===== src/rtl/escape_sequence_decoder_top_defines.svh =====
// Assertion macros used by the escape sequence decoder top level.
`ifndef ESCAPE_SEQUENCE_DECODER_TOP_DEFINES_SVH
`define ESCAPE_SEQUENCE_DECODER_TOP_DEFINES_SVH

// Property checked at every rising clock edge, off while reset is asserted.
`define ESD_ASSERT(lbl, prop, msg) \
  lbl: assert property (@(posedge clk_i) disable iff (!rst_ni) prop) \
    else $error(msg);

// Antecedent this cycle, consequent on the next edge.
`define ESD_ASSERT_NEXT(lbl, ante, cons, msg) \
  lbl: assert property (@(posedge clk_i) disable iff (!rst_ni) (ante) |=> (cons)) \
    else $error(msg);

`endif


===== src/rtl/esd_pkg.sv =====
// Types and constants of the escape sequence decoder.
`timescale 1ns / 1ps
package esd_pkg;

  // Byte constants
  localparam logic [7:0] ESC_RESET = 8'h7C;  // '|'
  localparam logic [7:0] CHAR_N    = 8'h6E;
  localparam logic [7:0] CHAR_R    = 8'h72;
  localparam logic [7:0] CHAR_T    = 8'h74;
  localparam logic [7:0] CHAR_XL   = 8'h78;
  localparam logic [7:0] CHAR_XU   = 8'h58;
  localparam logic [7:0] CHAR_0    = 8'h30;
  localparam logic [7:0] CHAR_9    = 8'h39;
  localparam logic [7:0] CHAR_AL   = 8'h61;
  localparam logic [7:0] CHAR_FL   = 8'h66;
  localparam logic [7:0] CHAR_AU   = 8'h41;
  localparam logic [7:0] CHAR_FU   = 8'h46;
  localparam logic [7:0] BYTE_LF   = 8'h0A;
  localparam logic [7:0] BYTE_CR   = 8'h0D;
  localparam logic [7:0] BYTE_TAB  = 8'h09;

  localparam logic [3:0] HEX_MAX = 4'd8;
  localparam logic [3:0] DEC_MAX = 4'd3;

  // Most bytes one input word can produce
  localparam int unsigned MAX_OUT = 5;

  typedef enum logic [4:0] {
    MODE_LIT   = 5'b00001,
    MODE_ESC   = 5'b00010,
    MODE_XPEND = 5'b00100,
    MODE_HEX   = 5'b01000,
    MODE_DEC   = 5'b10000
  } esd_mode_e;

  // One classified input word: optional plain byte, code point, plain byte
  typedef struct packed {
    logic        pre_vld;
    logic [7:0]  pre_byte;
    logic        cp_vld;
    logic [31:0] cp;
    logic        post_vld;
    logic [7:0]  post_byte;
    logic        last;
  } esd_cmd_t;

  typedef struct packed {
    logic full;
    logic empty;
  } esd_q_sts_t;

  typedef struct packed {
    logic mode_lit;
  } esd_fe_sts_t;

endpackage


===== src/rtl/esd_in_if.sv =====
// Input channel: escaped string bytes.
`timescale 1ns / 1ps
interface esd_in_if;
  logic       valid;
  logic       ready;
  logic [7:0] in_byte;
  logic       last_byte;

  modport source (output valid, in_byte, last_byte, input ready);
  modport sink   (input valid, in_byte, last_byte, output ready);
endinterface


===== src/rtl/esd_out_if.sv =====
// Output channel: unescaped bytes.
`timescale 1ns / 1ps
interface esd_out_if;
  logic       valid;
  logic       ready;
  logic [7:0] out_byte;
  logic       last_of_run;
  logic       end_of_string;

  modport source (output valid, out_byte, last_of_run, end_of_string, input ready);
  modport sink   (input valid, out_byte, last_of_run, end_of_string, output ready);
endinterface


===== src/rtl/esd_front.sv =====
// Front end: accepts input words, tracks escape state, emits commands.
`timescale 1ns / 1ps
module esd_front import esd_pkg::*; (
  input  logic         clk_i,
  input  logic         rst_ni,
  input  logic         cfg_we_i,
  input  logic [7:0]   cfg_wdata_i,
  esd_in_if.sink       in_i,
  input  logic         q_full_i,
  output logic         push_o,
  output esd_cmd_t     cmd_o,
  output esd_fe_sts_t  sts_o
);

  esd_mode_e   mode_q, mode_d;
  logic [31:0] acc_q, acc_d;
  logic [3:0]  ndig_q, ndig_d;
  logic [7:0]  xbyte_q, xbyte_d;
  logic [7:0]  esc_q;

  logic        accept;
  logic [7:0]  b;
  logic        last;
  logic        is_dec;
  logic        is_hex;
  logic [3:0]  hval;
  logic [3:0]  ndig_inc;
  logic [31:0] hex_acc;
  logic [9:0]  dec_acc;
  esd_cmd_t    cmd;

  assign in_i.ready = !q_full_i;
  assign accept     = in_i.valid && in_i.ready;
  assign b          = in_i.in_byte;
  assign last       = in_i.last_byte;

  always_comb begin
    is_hex = 1'b1;
    hval   = 4'd0;
    if (b >= CHAR_0 && b <= CHAR_9) begin
      hval = b[3:0];
    end else if (b >= CHAR_AL && b <= CHAR_FL) begin
      hval = 4'(b - CHAR_AL + 8'd10);
    end else if (b >= CHAR_AU && b <= CHAR_FU) begin
      hval = 4'(b - CHAR_AU + 8'd10);
    end else begin
      is_hex = 1'b0;
    end
  end

  assign is_dec   = (b >= CHAR_0) && (b <= CHAR_9);
  assign ndig_inc = ndig_q + 4'd1;
  assign hex_acc  = {acc_q[27:0], hval};
  // acc stays below 100 while decimal digits are still being taken
  assign dec_acc  = (acc_q[9:0] << 3) + (acc_q[9:0] << 1) + {6'd0, b[3:0]};

  always_comb begin
    mode_d  = mode_q;
    acc_d   = acc_q;
    ndig_d  = ndig_q;
    xbyte_d = xbyte_q;
    cmd     = '0;
    cmd.last = last;

    // digit run closes first, then the byte may start something new
    unique case (mode_q)
      MODE_ESC: begin
        mode_d = MODE_LIT;
        if (b == CHAR_N) begin
          cmd.post_vld = 1'b1; cmd.post_byte = BYTE_LF;
        end else if (b == CHAR_R) begin
          cmd.post_vld = 1'b1; cmd.post_byte = BYTE_CR;
        end else if (b == CHAR_T) begin
          cmd.post_vld = 1'b1; cmd.post_byte = BYTE_TAB;
        end else if (b == CHAR_XL || b == CHAR_XU) begin
          if (last) begin
            cmd.post_vld = 1'b1; cmd.post_byte = b;
          end else begin
            xbyte_d = b;
            mode_d  = MODE_XPEND;
          end
        end else if (is_dec) begin
          if (last) begin
            cmd.cp_vld = 1'b1; cmd.cp = {28'd0, b[3:0]};
          end else begin
            acc_d  = {28'd0, b[3:0]};
            ndig_d = 4'd1;
            mode_d = MODE_DEC;
          end
        end else begin
          cmd.post_vld = 1'b1; cmd.post_byte = b;
        end
      end
      MODE_XPEND: begin
        mode_d = MODE_LIT;
        if (is_hex) begin
          if (last) begin
            cmd.cp_vld = 1'b1; cmd.cp = {28'd0, hval};
          end else begin
            acc_d  = {28'd0, hval};
            ndig_d = 4'd1;
            mode_d = MODE_HEX;
          end
        end else begin
          cmd.pre_vld  = 1'b1;
          cmd.pre_byte = xbyte_q;
          if (b == esc_q && !last) begin
            mode_d = MODE_ESC;
          end else begin
            cmd.post_vld = 1'b1; cmd.post_byte = b;
          end
        end
      end
      MODE_HEX: begin
        if (is_hex) begin
          if (ndig_inc >= HEX_MAX || last) begin
            cmd.cp_vld = 1'b1; cmd.cp = hex_acc;
            mode_d = MODE_LIT; acc_d = '0; ndig_d = '0;
          end else begin
            acc_d  = hex_acc;
            ndig_d = ndig_inc;
          end
        end else begin
          cmd.cp_vld = 1'b1; cmd.cp = acc_q;
          mode_d = MODE_LIT; acc_d = '0; ndig_d = '0;
          if (b == esc_q && !last) begin
            mode_d = MODE_ESC;
          end else begin
            cmd.post_vld = 1'b1; cmd.post_byte = b;
          end
        end
      end
      MODE_DEC: begin
        if (is_dec) begin
          if (ndig_inc >= DEC_MAX || last) begin
            cmd.cp_vld = 1'b1; cmd.cp = {22'd0, dec_acc};
            mode_d = MODE_LIT; acc_d = '0; ndig_d = '0;
          end else begin
            acc_d  = {22'd0, dec_acc};
            ndig_d = ndig_inc;
          end
        end else begin
          cmd.cp_vld = 1'b1; cmd.cp = acc_q;
          mode_d = MODE_LIT; acc_d = '0; ndig_d = '0;
          if (b == esc_q && !last) begin
            mode_d = MODE_ESC;
          end else begin
            cmd.post_vld = 1'b1; cmd.post_byte = b;
          end
        end
      end
      default: begin
        mode_d = MODE_LIT;
        if (b == esc_q && !last) begin
          mode_d = MODE_ESC;
        end else begin
          cmd.post_vld = 1'b1; cmd.post_byte = b;
        end
      end
    endcase

    if (last) begin
      mode_d  = MODE_LIT;
      acc_d   = '0;
      ndig_d  = '0;
      xbyte_d = '0;
    end
  end

  always_ff @(posedge clk_i or negedge rst_ni) begin
    if (!rst_ni) begin
      mode_q  <= MODE_LIT;
      acc_q   <= '0;
      ndig_q  <= '0;
      xbyte_q <= '0;
    end else if (accept) begin
      mode_q  <= mode_d;
      acc_q   <= acc_d;
      ndig_q  <= ndig_d;
      xbyte_q <= xbyte_d;
    end
  end

  always_ff @(posedge clk_i or negedge rst_ni) begin
    if (!rst_ni) begin
      esc_q <= ESC_RESET;
    end else if (cfg_we_i) begin
      esc_q <= cfg_wdata_i;
    end
  end

  assign push_o         = accept && (cmd.pre_vld || cmd.cp_vld || cmd.post_vld);
  assign cmd_o          = cmd;
  assign sts_o.mode_lit = (mode_q == MODE_LIT);

endmodule


===== src/rtl/esd_queue.sv =====
// Command queue between front end and back end.
`timescale 1ns / 1ps
module esd_queue import esd_pkg::*; #(
  parameter int unsigned DEPTH = 4
) (
  input  logic        clk_i,
  input  logic        rst_ni,
  input  logic        push_i,
  input  esd_cmd_t    push_cmd_i,
  input  logic        pop_i,
  output esd_cmd_t    head_cmd_o,
  output esd_q_sts_t  sts_o
);

  localparam int unsigned PTR_W = (DEPTH > 1) ? $clog2(DEPTH) : 1;
  localparam int unsigned CNT_W = $clog2(DEPTH + 1);

  esd_cmd_t           mem_q [DEPTH];
  logic [PTR_W-1:0]   wr_ptr_q, rd_ptr_q;
  logic [CNT_W-1:0]   cnt_q;
  logic               do_push, do_pop;

  assign sts_o.full  = (cnt_q == CNT_W'(DEPTH));
  assign sts_o.empty = (cnt_q == '0);
  assign do_push     = push_i && !sts_o.full;
  assign do_pop      = pop_i && !sts_o.empty;
  assign head_cmd_o  = mem_q[rd_ptr_q];

  always_ff @(posedge clk_i) begin
    if (do_push) begin
      mem_q[wr_ptr_q] <= push_cmd_i;
    end
  end

  always_ff @(posedge clk_i or negedge rst_ni) begin
    if (!rst_ni) begin
      wr_ptr_q <= '0;
      rd_ptr_q <= '0;
      cnt_q    <= '0;
    end else begin
      if (do_push) begin
        wr_ptr_q <= (wr_ptr_q == PTR_W'(DEPTH - 1)) ? '0 : wr_ptr_q + 1'b1;
      end
      if (do_pop) begin
        rd_ptr_q <= (rd_ptr_q == PTR_W'(DEPTH - 1)) ? '0 : rd_ptr_q + 1'b1;
      end
      if (do_push && !do_pop) begin
        cnt_q <= cnt_q + 1'b1;
      end else if (do_pop && !do_push) begin
        cnt_q <= cnt_q - 1'b1;
      end
    end
  end

endmodule


===== src/rtl/esd_back.sv =====
// Back end: expands commands into UTF-8 and plain bytes, one per cycle while the output is ready.
`timescale 1ns / 1ps
module esd_back import esd_pkg::*; (
  input  logic        clk_i,
  input  logic        rst_ni,
  input  esd_cmd_t    head_cmd_i,
  input  logic        q_empty_i,
  output logic        pop_o,
  esd_out_if.source   out_o
);

  logic [7:0] obyte_q [MAX_OUT];
  logic [2:0] cnt_q;
  logic [2:0] idx_q;
  logic       last_q;
  logic       vld_q;

  logic [7:0] enc [4];
  logic [2:0] enc_n;
  logic [7:0] exp_byte [MAX_OUT];
  logic [2:0] exp_n;
  logic [31:0] cp;
  logic       at_end;
  logic       out_hs;

  assign cp = head_cmd_i.cp;

  // UTF-8 encode the code point
  always_comb begin
    enc[0] = '0; enc[1] = '0; enc[2] = '0; enc[3] = '0;
    if (cp < 32'h80) begin
      enc[0] = cp[7:0];
      enc_n  = 3'd1;
    end else if (cp < 32'h800) begin
      enc[0] = {3'b110, cp[10:6]};
      enc[1] = {2'b10, cp[5:0]};
      enc_n  = 3'd2;
    end else if (cp < 32'h10000) begin
      enc[0] = {4'b1110, cp[15:12]};
      enc[1] = {2'b10, cp[11:6]};
      enc[2] = {2'b10, cp[5:0]};
      enc_n  = 3'd3;
    end else if (cp <= 32'h10FFFF) begin
      enc[0] = {5'b11110, cp[20:18]};
      enc[1] = {2'b10, cp[17:12]};
      enc[2] = {2'b10, cp[11:6]};
      enc[3] = {2'b10, cp[5:0]};
      enc_n  = 3'd4;
    end else begin
      // out of range: replacement character
      enc[0] = 8'hEF;
      enc[1] = 8'hBF;
      enc[2] = 8'hBD;
      enc_n  = 3'd3;
    end
  end

  // pack pre byte, code point bytes and post byte into slots
  always_comb begin
    for (int i = 0; i < MAX_OUT; i++) begin
      exp_byte[i] = '0;
    end
    exp_n = '0;
    if (head_cmd_i.pre_vld) begin
      exp_byte[exp_n] = head_cmd_i.pre_byte;
      exp_n = exp_n + 3'd1;
    end
    if (head_cmd_i.cp_vld) begin
      for (int i = 0; i < 4; i++) begin
        if (3'(i) < enc_n) begin
          exp_byte[exp_n] = enc[i];
          exp_n = exp_n + 3'd1;
        end
      end
    end
    if (head_cmd_i.post_vld) begin
      exp_byte[exp_n] = head_cmd_i.post_byte;
      exp_n = exp_n + 3'd1;
    end
  end

  assign at_end = (idx_q == cnt_q - 3'd1);
  assign out_hs = out_o.valid && out_o.ready;
  assign pop_o  = !q_empty_i && (!vld_q || (out_hs && at_end));

  always_ff @(posedge clk_i) begin
    if (pop_o) begin
      for (int i = 0; i < MAX_OUT; i++) begin
        obyte_q[i] <= exp_byte[i];
      end
      cnt_q  <= exp_n;
      last_q <= head_cmd_i.last;
    end
  end

  always_ff @(posedge clk_i or negedge rst_ni) begin
    if (!rst_ni) begin
      vld_q <= 1'b0;
      idx_q <= '0;
    end else if (pop_o) begin
      vld_q <= 1'b1;
      idx_q <= '0;
    end else if (out_hs) begin
      if (at_end) begin
        vld_q <= 1'b0;
      end else begin
        idx_q <= idx_q + 3'd1;
      end
    end
  end

  assign out_o.valid         = vld_q;
  assign out_o.out_byte      = obyte_q[idx_q];
  assign out_o.last_of_run   = at_end;
  assign out_o.end_of_string = at_end && last_q;

endmodule


===== src/rtl/escape_sequence_decoder_top.sv =====
// Escape sequence decoder top level: front end, command queue, back end.
// Output bytes of an input word pass through the command queue and the back-end register.
// Throughput: one input word per cycle while the queue has room, one output byte per cycle
// while out_o is ready; a numeric escape yields up to five bytes, absorbed by the QUEUE_DEPTH-entry command queue.
// Reset (async, active low): literal mode, escape byte '|', queue and output empty.
`timescale 1ns / 1ps
`include "escape_sequence_decoder_top_defines.svh"
module escape_sequence_decoder_top import esd_pkg::*; #(
  parameter int unsigned QUEUE_DEPTH = 4
) (
  input  logic       clk_i,
  input  logic       rst_ni,
  input  logic       cfg_we_i,
  input  logic [7:0] cfg_wdata_i,
  esd_in_if.sink     in_i,
  esd_out_if.source  out_o
);

  // Front end -> queue: one command per input word that makes output.
  // Words that only change state (an escape byte, a digit inside a run)
  // push nothing.
  logic        push;
  esd_cmd_t    push_cmd;
  esd_fe_sts_t fe_sts;

  // Queue -> back end
  esd_cmd_t    head_cmd;
  esd_q_sts_t  q_sts;
  logic        pop;

  // Decode state machine and escape byte register; ready while queue has room
  esd_front u_front (
    .clk_i       (clk_i),
    .rst_ni      (rst_ni),
    .cfg_we_i    (cfg_we_i),
    .cfg_wdata_i (cfg_wdata_i),
    .in_i        (in_i),
    .q_full_i    (q_sts.full),
    .push_o      (push),
    .cmd_o       (push_cmd),
    .sts_o       (fe_sts)
  );

  // Decouples the front, one word per cycle while the queue has room, from multi-byte expansions
  esd_queue #(
    .DEPTH (QUEUE_DEPTH)
  ) u_queue (
    .clk_i      (clk_i),
    .rst_ni     (rst_ni),
    .push_i     (push),
    .push_cmd_i (push_cmd),
    .pop_i      (pop),
    .head_cmd_o (head_cmd),
    .sts_o      (q_sts)
  );

  // UTF-8 encoding and byte sequencing; loads the next command while the
  // last byte of the current one is taken, so single bytes stream at full rate
  esd_back u_back (
    .clk_i      (clk_i),
    .rst_ni     (rst_ni),
    .head_cmd_i (head_cmd),
    .q_empty_i  (q_sts.empty),
    .pop_o      (pop),
    .out_o      (out_o)
  );

  // Checks
  `ESD_ASSERT(a_no_push_full, push |-> !q_sts.full, "command pushed into full queue")
  `ESD_ASSERT(a_no_pop_empty, pop |-> !q_sts.empty, "command popped from empty queue")
  `ESD_ASSERT_NEXT(a_last_resets, in_i.valid && in_i.ready && in_i.last_byte, fe_sts.mode_lit, "decoder not in literal mode after final byte")
  `ESD_ASSERT(a_eos_is_run_end, out_o.valid && out_o.end_of_string |-> out_o.last_of_run, "end of string not on last byte of run")

endmodule

===== src/flat_wrapper.sv =====
// flat-port wrapper written by rule: the top's interface ports become plain ports
module escape_sequence_decoder_top_flat import esd_pkg::*;
#(
  parameter int unsigned QUEUE_DEPTH = 4
)
  (clk_i, rst_ni, cfg_we_i, cfg_wdata_i, in_i_valid, in_i_in_byte, in_i_last_byte, in_i_ready, out_o_valid, out_o_out_byte, out_o_last_of_run, out_o_end_of_string, out_o_ready);
  esd_in_if in_i_i ();
  esd_out_if out_o_i ();
  input  logic clk_i;
  input  logic rst_ni;
  input  logic cfg_we_i;
  input  logic [7:0] cfg_wdata_i;
  input wire logic [$bits(in_i_i.valid)-1:0] in_i_valid;
  input wire logic [$bits(in_i_i.in_byte)-1:0] in_i_in_byte;
  input wire logic [$bits(in_i_i.last_byte)-1:0] in_i_last_byte;
  output wire logic [$bits(in_i_i.ready)-1:0] in_i_ready;
  output wire logic [$bits(out_o_i.valid)-1:0] out_o_valid;
  output wire logic [$bits(out_o_i.out_byte)-1:0] out_o_out_byte;
  output wire logic [$bits(out_o_i.last_of_run)-1:0] out_o_last_of_run;
  output wire logic [$bits(out_o_i.end_of_string)-1:0] out_o_end_of_string;
  input wire logic [$bits(out_o_i.ready)-1:0] out_o_ready;
  assign in_i_i.valid = in_i_valid;
  assign in_i_i.in_byte = in_i_in_byte;
  assign in_i_i.last_byte = in_i_last_byte;
  assign in_i_ready = in_i_i.ready;
  assign out_o_valid = out_o_i.valid;
  assign out_o_out_byte = out_o_i.out_byte;
  assign out_o_last_of_run = out_o_i.last_of_run;
  assign out_o_end_of_string = out_o_i.end_of_string;
  assign out_o_i.ready = out_o_ready;
  escape_sequence_decoder_top #(.QUEUE_DEPTH(QUEUE_DEPTH)) u_core (.clk_i(clk_i), .rst_ni(rst_ni), .cfg_we_i(cfg_we_i), .cfg_wdata_i(cfg_wdata_i), .in_i(in_i_i), .out_o(out_o_i));
endmodule

===== config.mk =====
export PLATFORM = sky130hd
export DESIGN_NAME = escape_sequence_decoder_top_flat
export DESIGN_NICKNAME = d
export VERILOG_FILES = /design/src/rtl/esd_pkg.sv /design/src/rtl/esd_in_if.sv /design/src/rtl/esd_out_if.sv /design/src/rtl/esd_front.sv /design/src/rtl/esd_queue.sv /design/src/rtl/esd_back.sv /design/src/rtl/escape_sequence_decoder_top.sv /design/src/flat_wrapper.sv
export VERILOG_INCLUDE_DIRS = /design/src /design/src/rtl
export SDC_FILE = /design/constraint.sdc
export NUM_CORES = 1
export LEC_CHECK = 0
export ABC_AREA = 1
export BUFFER_PORTS_ARGS = -buffer_cell sky130_fd_sc_hd__buf_2
export CAP_MARGIN = 20
export CORE_MARGIN = 2
export CORE_UTILIZATION = 50
export DETAILED_ROUTE_END_ITERATION = 7
export PLACE_DENSITY = 0.67
export SYNTH_ARGS = -nofsm -noshare
export SYNTH_HDL_FRONTEND = slang
export SYNTH_SLANG_ARGS = --single-unit

===== constraint.sdc =====
create_clock -name clk_i -period 4.05 [get_ports clk_i]
set_input_delay 0.2025 -clock clk_i [delete_from_list [all_inputs] [get_ports clk_i]]
set_output_delay 0.2025 -clock clk_i [all_outputs]
set_load 0.1 [all_outputs]

==> out/results.ini <==
[cells_and_area]
final_nets = 1991
diodes = 0
most-common-layout-cells = 425 x nand2_1, 252 x edfxtp_1, 201 x nor2_1
fin_area_um2 = 19400
area_delta_synth_final_pct = 16.3
layout_commonest_cell = nand2_1
drive_gt1_frac = 0.141

[detailed_routing]
via_count = 13700
drt-vias-per-instance = 5.71
drc = 0
ant_nets = 0
routed_wl_um = 45500
dr.pass1.iters = 5
wl_per_cell_um = 19.0
drtIter0Drc = 1370

[global_route]
grt_pass1_vias = 13100
grt-ovfl-total = 0
grt_antenna_before_repair = 0
grt_pass1_wl_um = 70200
grt.total_usage = 0.254
grt_start_max_net_pins = 69

[pwr]
vdd.ir_drop.worst_mv = 0.641
power_density_nw_per_um2 = 755
leakagePower_nw = 7.99

[clock_network]
h-tree-depth = 2
cts_buffers = 34
clock_path_buffers = 3
clockRootBuffer = clkbuf_16
cts.sinks = 320
clkSlewWorstSetupHoldPaths_ps = 60
worstSkewPairLatency_ps = 520
cts_tree = built

[synth]
synth_top_area_frac = 0.453
synth_area_leader_cell = edfxtp_1
synth_edf_count = 252
synth-async-reset-ratio = 0.213
ys_warn_count = 0
syn_avg_cell_area_um2 = 9.14
synth_area_leaders = edfxtp_1 45%, nand2_1 9.9%, dfrtp_1 9.3%
synth_area_um2 = 16700
synth-seq-area-share = 0.555
synth-seq-cells = 320
synth_cell_types = 60
synthFlopType = edfxtp_1
synth_cells = 1828

[placement]
post-dp-hpwl_um = 31300
io_buffers = 33
gp_congestion = 0.952
place_area_um2 = 17800

[floorplanning]
start_util = 0.511
core_area_um2 = 32700
die_y_um = 187
die-area_um2 = 34900
row_count = 66
die_x_um = 187
io_pins = 34

[worst_setup_path]
crit_fanout = 14
startpoint = u_core.u_queue.rd_ptr_q[0]
start_kind = flip-flop
r2r_slack_ps = 120
crit_end = u_core.u_back.obyte_q[4][0]
r2r_end = u_core.u_back.obyte_q[4][0]
crit_required_ps = 4300
endpoint_kind = flip-flop
critical_path_class = flip-flop to flip-flop
r2r_cells = 24
reg2reg_from = u_core.u_queue.rd_ptr_q[0]
worst_ep_arrival_time_ps = 4180

[sta]
hold_viol_final = 0
fin_crit_ps = 3930
fin_crit_sh = 0.969
maxSlewHeadroom = 0.354
setup_viol = 0
tightest_slew_ps = 969
setup_tns_ps = 0
fmax_mhz = 255
drv_slew = 0
fin_skew_ps = 36.6

[hold_path]
min_path_type = primary input to flip-flop

[flow_run]
maxCapViolCount = 0

[run_status]
status = completed

==> how the worst min path moves through the flow <==
stage               startpoint                  endpoint  slack, ps  depth (start not counted)
floorplan               rst_ni    u_core.u_back.idx_q[0]        -90                          0
global placement        rst_ni  u_core.u_front.acc_q[26]        400                          1
detailed placement      rst_ni  u_core.u_front.acc_q[22]        410                          1
CTS                   cfg_we_i   u_core.u_front.esc_q[5]          4                          2
global route          cfg_we_i   u_core.u_front.esc_q[0]         40                          3
finish                cfg_we_i   u_core.u_front.esc_q[5]         20                          2
==> per-layer routing <==
layer / routed length, um / vias to the layer above / GRT usage
met5: 0 / - / 0
met4: 1400 / 0 / 0.0922
met3: 2850 / 81 / 0.0298
met2: 21400 / 499 / 0.414
met1: 19800 / 6628 / 0.353
li1: - / 6503 / -
==> synth_stat cells, types with 18 or more instances <==
master and n:
o32ai_1 18, a21oi_1 56, o22ai_1 55, o21ai_0 125, inv_1 167, nor2_1 213, nor3_1 19, edfxtp_1 252
nand2_1 442, clkbuf_1 33, dfrtp_1 62, buf_2 21, ha_1 33, nand3_1 142
==> cell type report <==
class / instances / area (um2)
fillers: 2831 / 13300
multi-input cells: 1259 / 6580
clock inverters: 18 / 163
well taps: 442 / 553
repair buffers: 130 / 1180
repair inverters: 2 / 25.0
inverters: 185 / 719
clock buffers: 44 / 940
flip-flops and latches: 320 / 9280
==> power by group <==
group / leakage, nW / internal [mW] / total (mW) / switching (mW)
clock network: 0.541 / 1.78 / 3.05 / 1.27
registers: 3.24 / 4.40 / 4.64 / 0.236
logic: 4.20 / 2.11 / 7.00 / 4.89
total: 7.99 / 8.29 / 14.7 / 6.39
==> cells by family after synthesis <==
group | Yosys count | synth area share
fa+ha+maj | 37 | 0.0295
xor+xnor | 21 | 0.0110
simple gates | 868 | 0.222
buf+inv | 251 | 0.0610
compound gates | 327 | 0.119
other cells | 2 | 0.000449
mux | 2 | 0.00135
flops | 320 | 0.555
==> repair_timing <==
item                       in CTS  in global routing
hold endpoints to repair       70                  0
setup endpoints to repair       3                 42
pin swaps                       0                 16
gates resized for setup         1                 56
gates cloned                    0                  7
setup buffers                   0                 12
hold buffers                   14                  0
==> sequential cells by signal (all words and copies together) (netlist names) <==
name / flops
u_core.u_front.esc_q: 8
u_core.u_queue.rd_ptr_q: 2
u_core.u_front.ndig_q: 4
u_core.u_queue.cnt_q: 3
u_core.u_back.out_o.valid: 1
u_core.u_front.mode_q: 5
u_core.u_queue.mem_q: 208
u_core.u_back.obyte_q: 40
u_core.u_queue.wr_ptr_q: 2
u_core.u_back.idx_q: 3
u_core.u_back.last_q: 1
u_core.u_front.acc_q: 32
u_core.u_back.cnt_q: 3
u_core.u_front.xbyte_q: 8
==> critical path, stage by stage (launching register included) <==
cell and delay (ps):
dfrtp_4 550, buf_12 170, clkbuf_16 170, nand2_1 60, nand3_1 80, nand2_2 110
nand2_2 90, nor2_2 120, nand2_1 70, nor2_2 140, nand2_2 80, inv_2 70
fa_2 470, inv_2 110, buf_4 130, nand3_2 100, nand2_2 130, ha_1 190
nand2_1 80, nand3_2 100, nand3_4 160, nor2_4 180, nand2_4 130, nor2_1 140
a21oi_2 50
==> through the flow <==
stage | setup WS, ps | util | hold WS, ps | std cells | power [mW]
global route | -53.1 | 0.594 | 40.9 | 2400 | 15.6
global placement | 125 | 0.544 | 396 | 2305 | 11.0
finish | 124 | 0.594 | 18.5 | 2400 | 14.7
CTS | 9.06 | 0.582 | 4.08 | 2381 | 14.1
detailed placement | -4.46 | 0.544 | 408 | 2305 | 11.1
floorplan | -381 | - | -93.1 | 1830 | 9.17
Power figures use the tool's default switching activity.
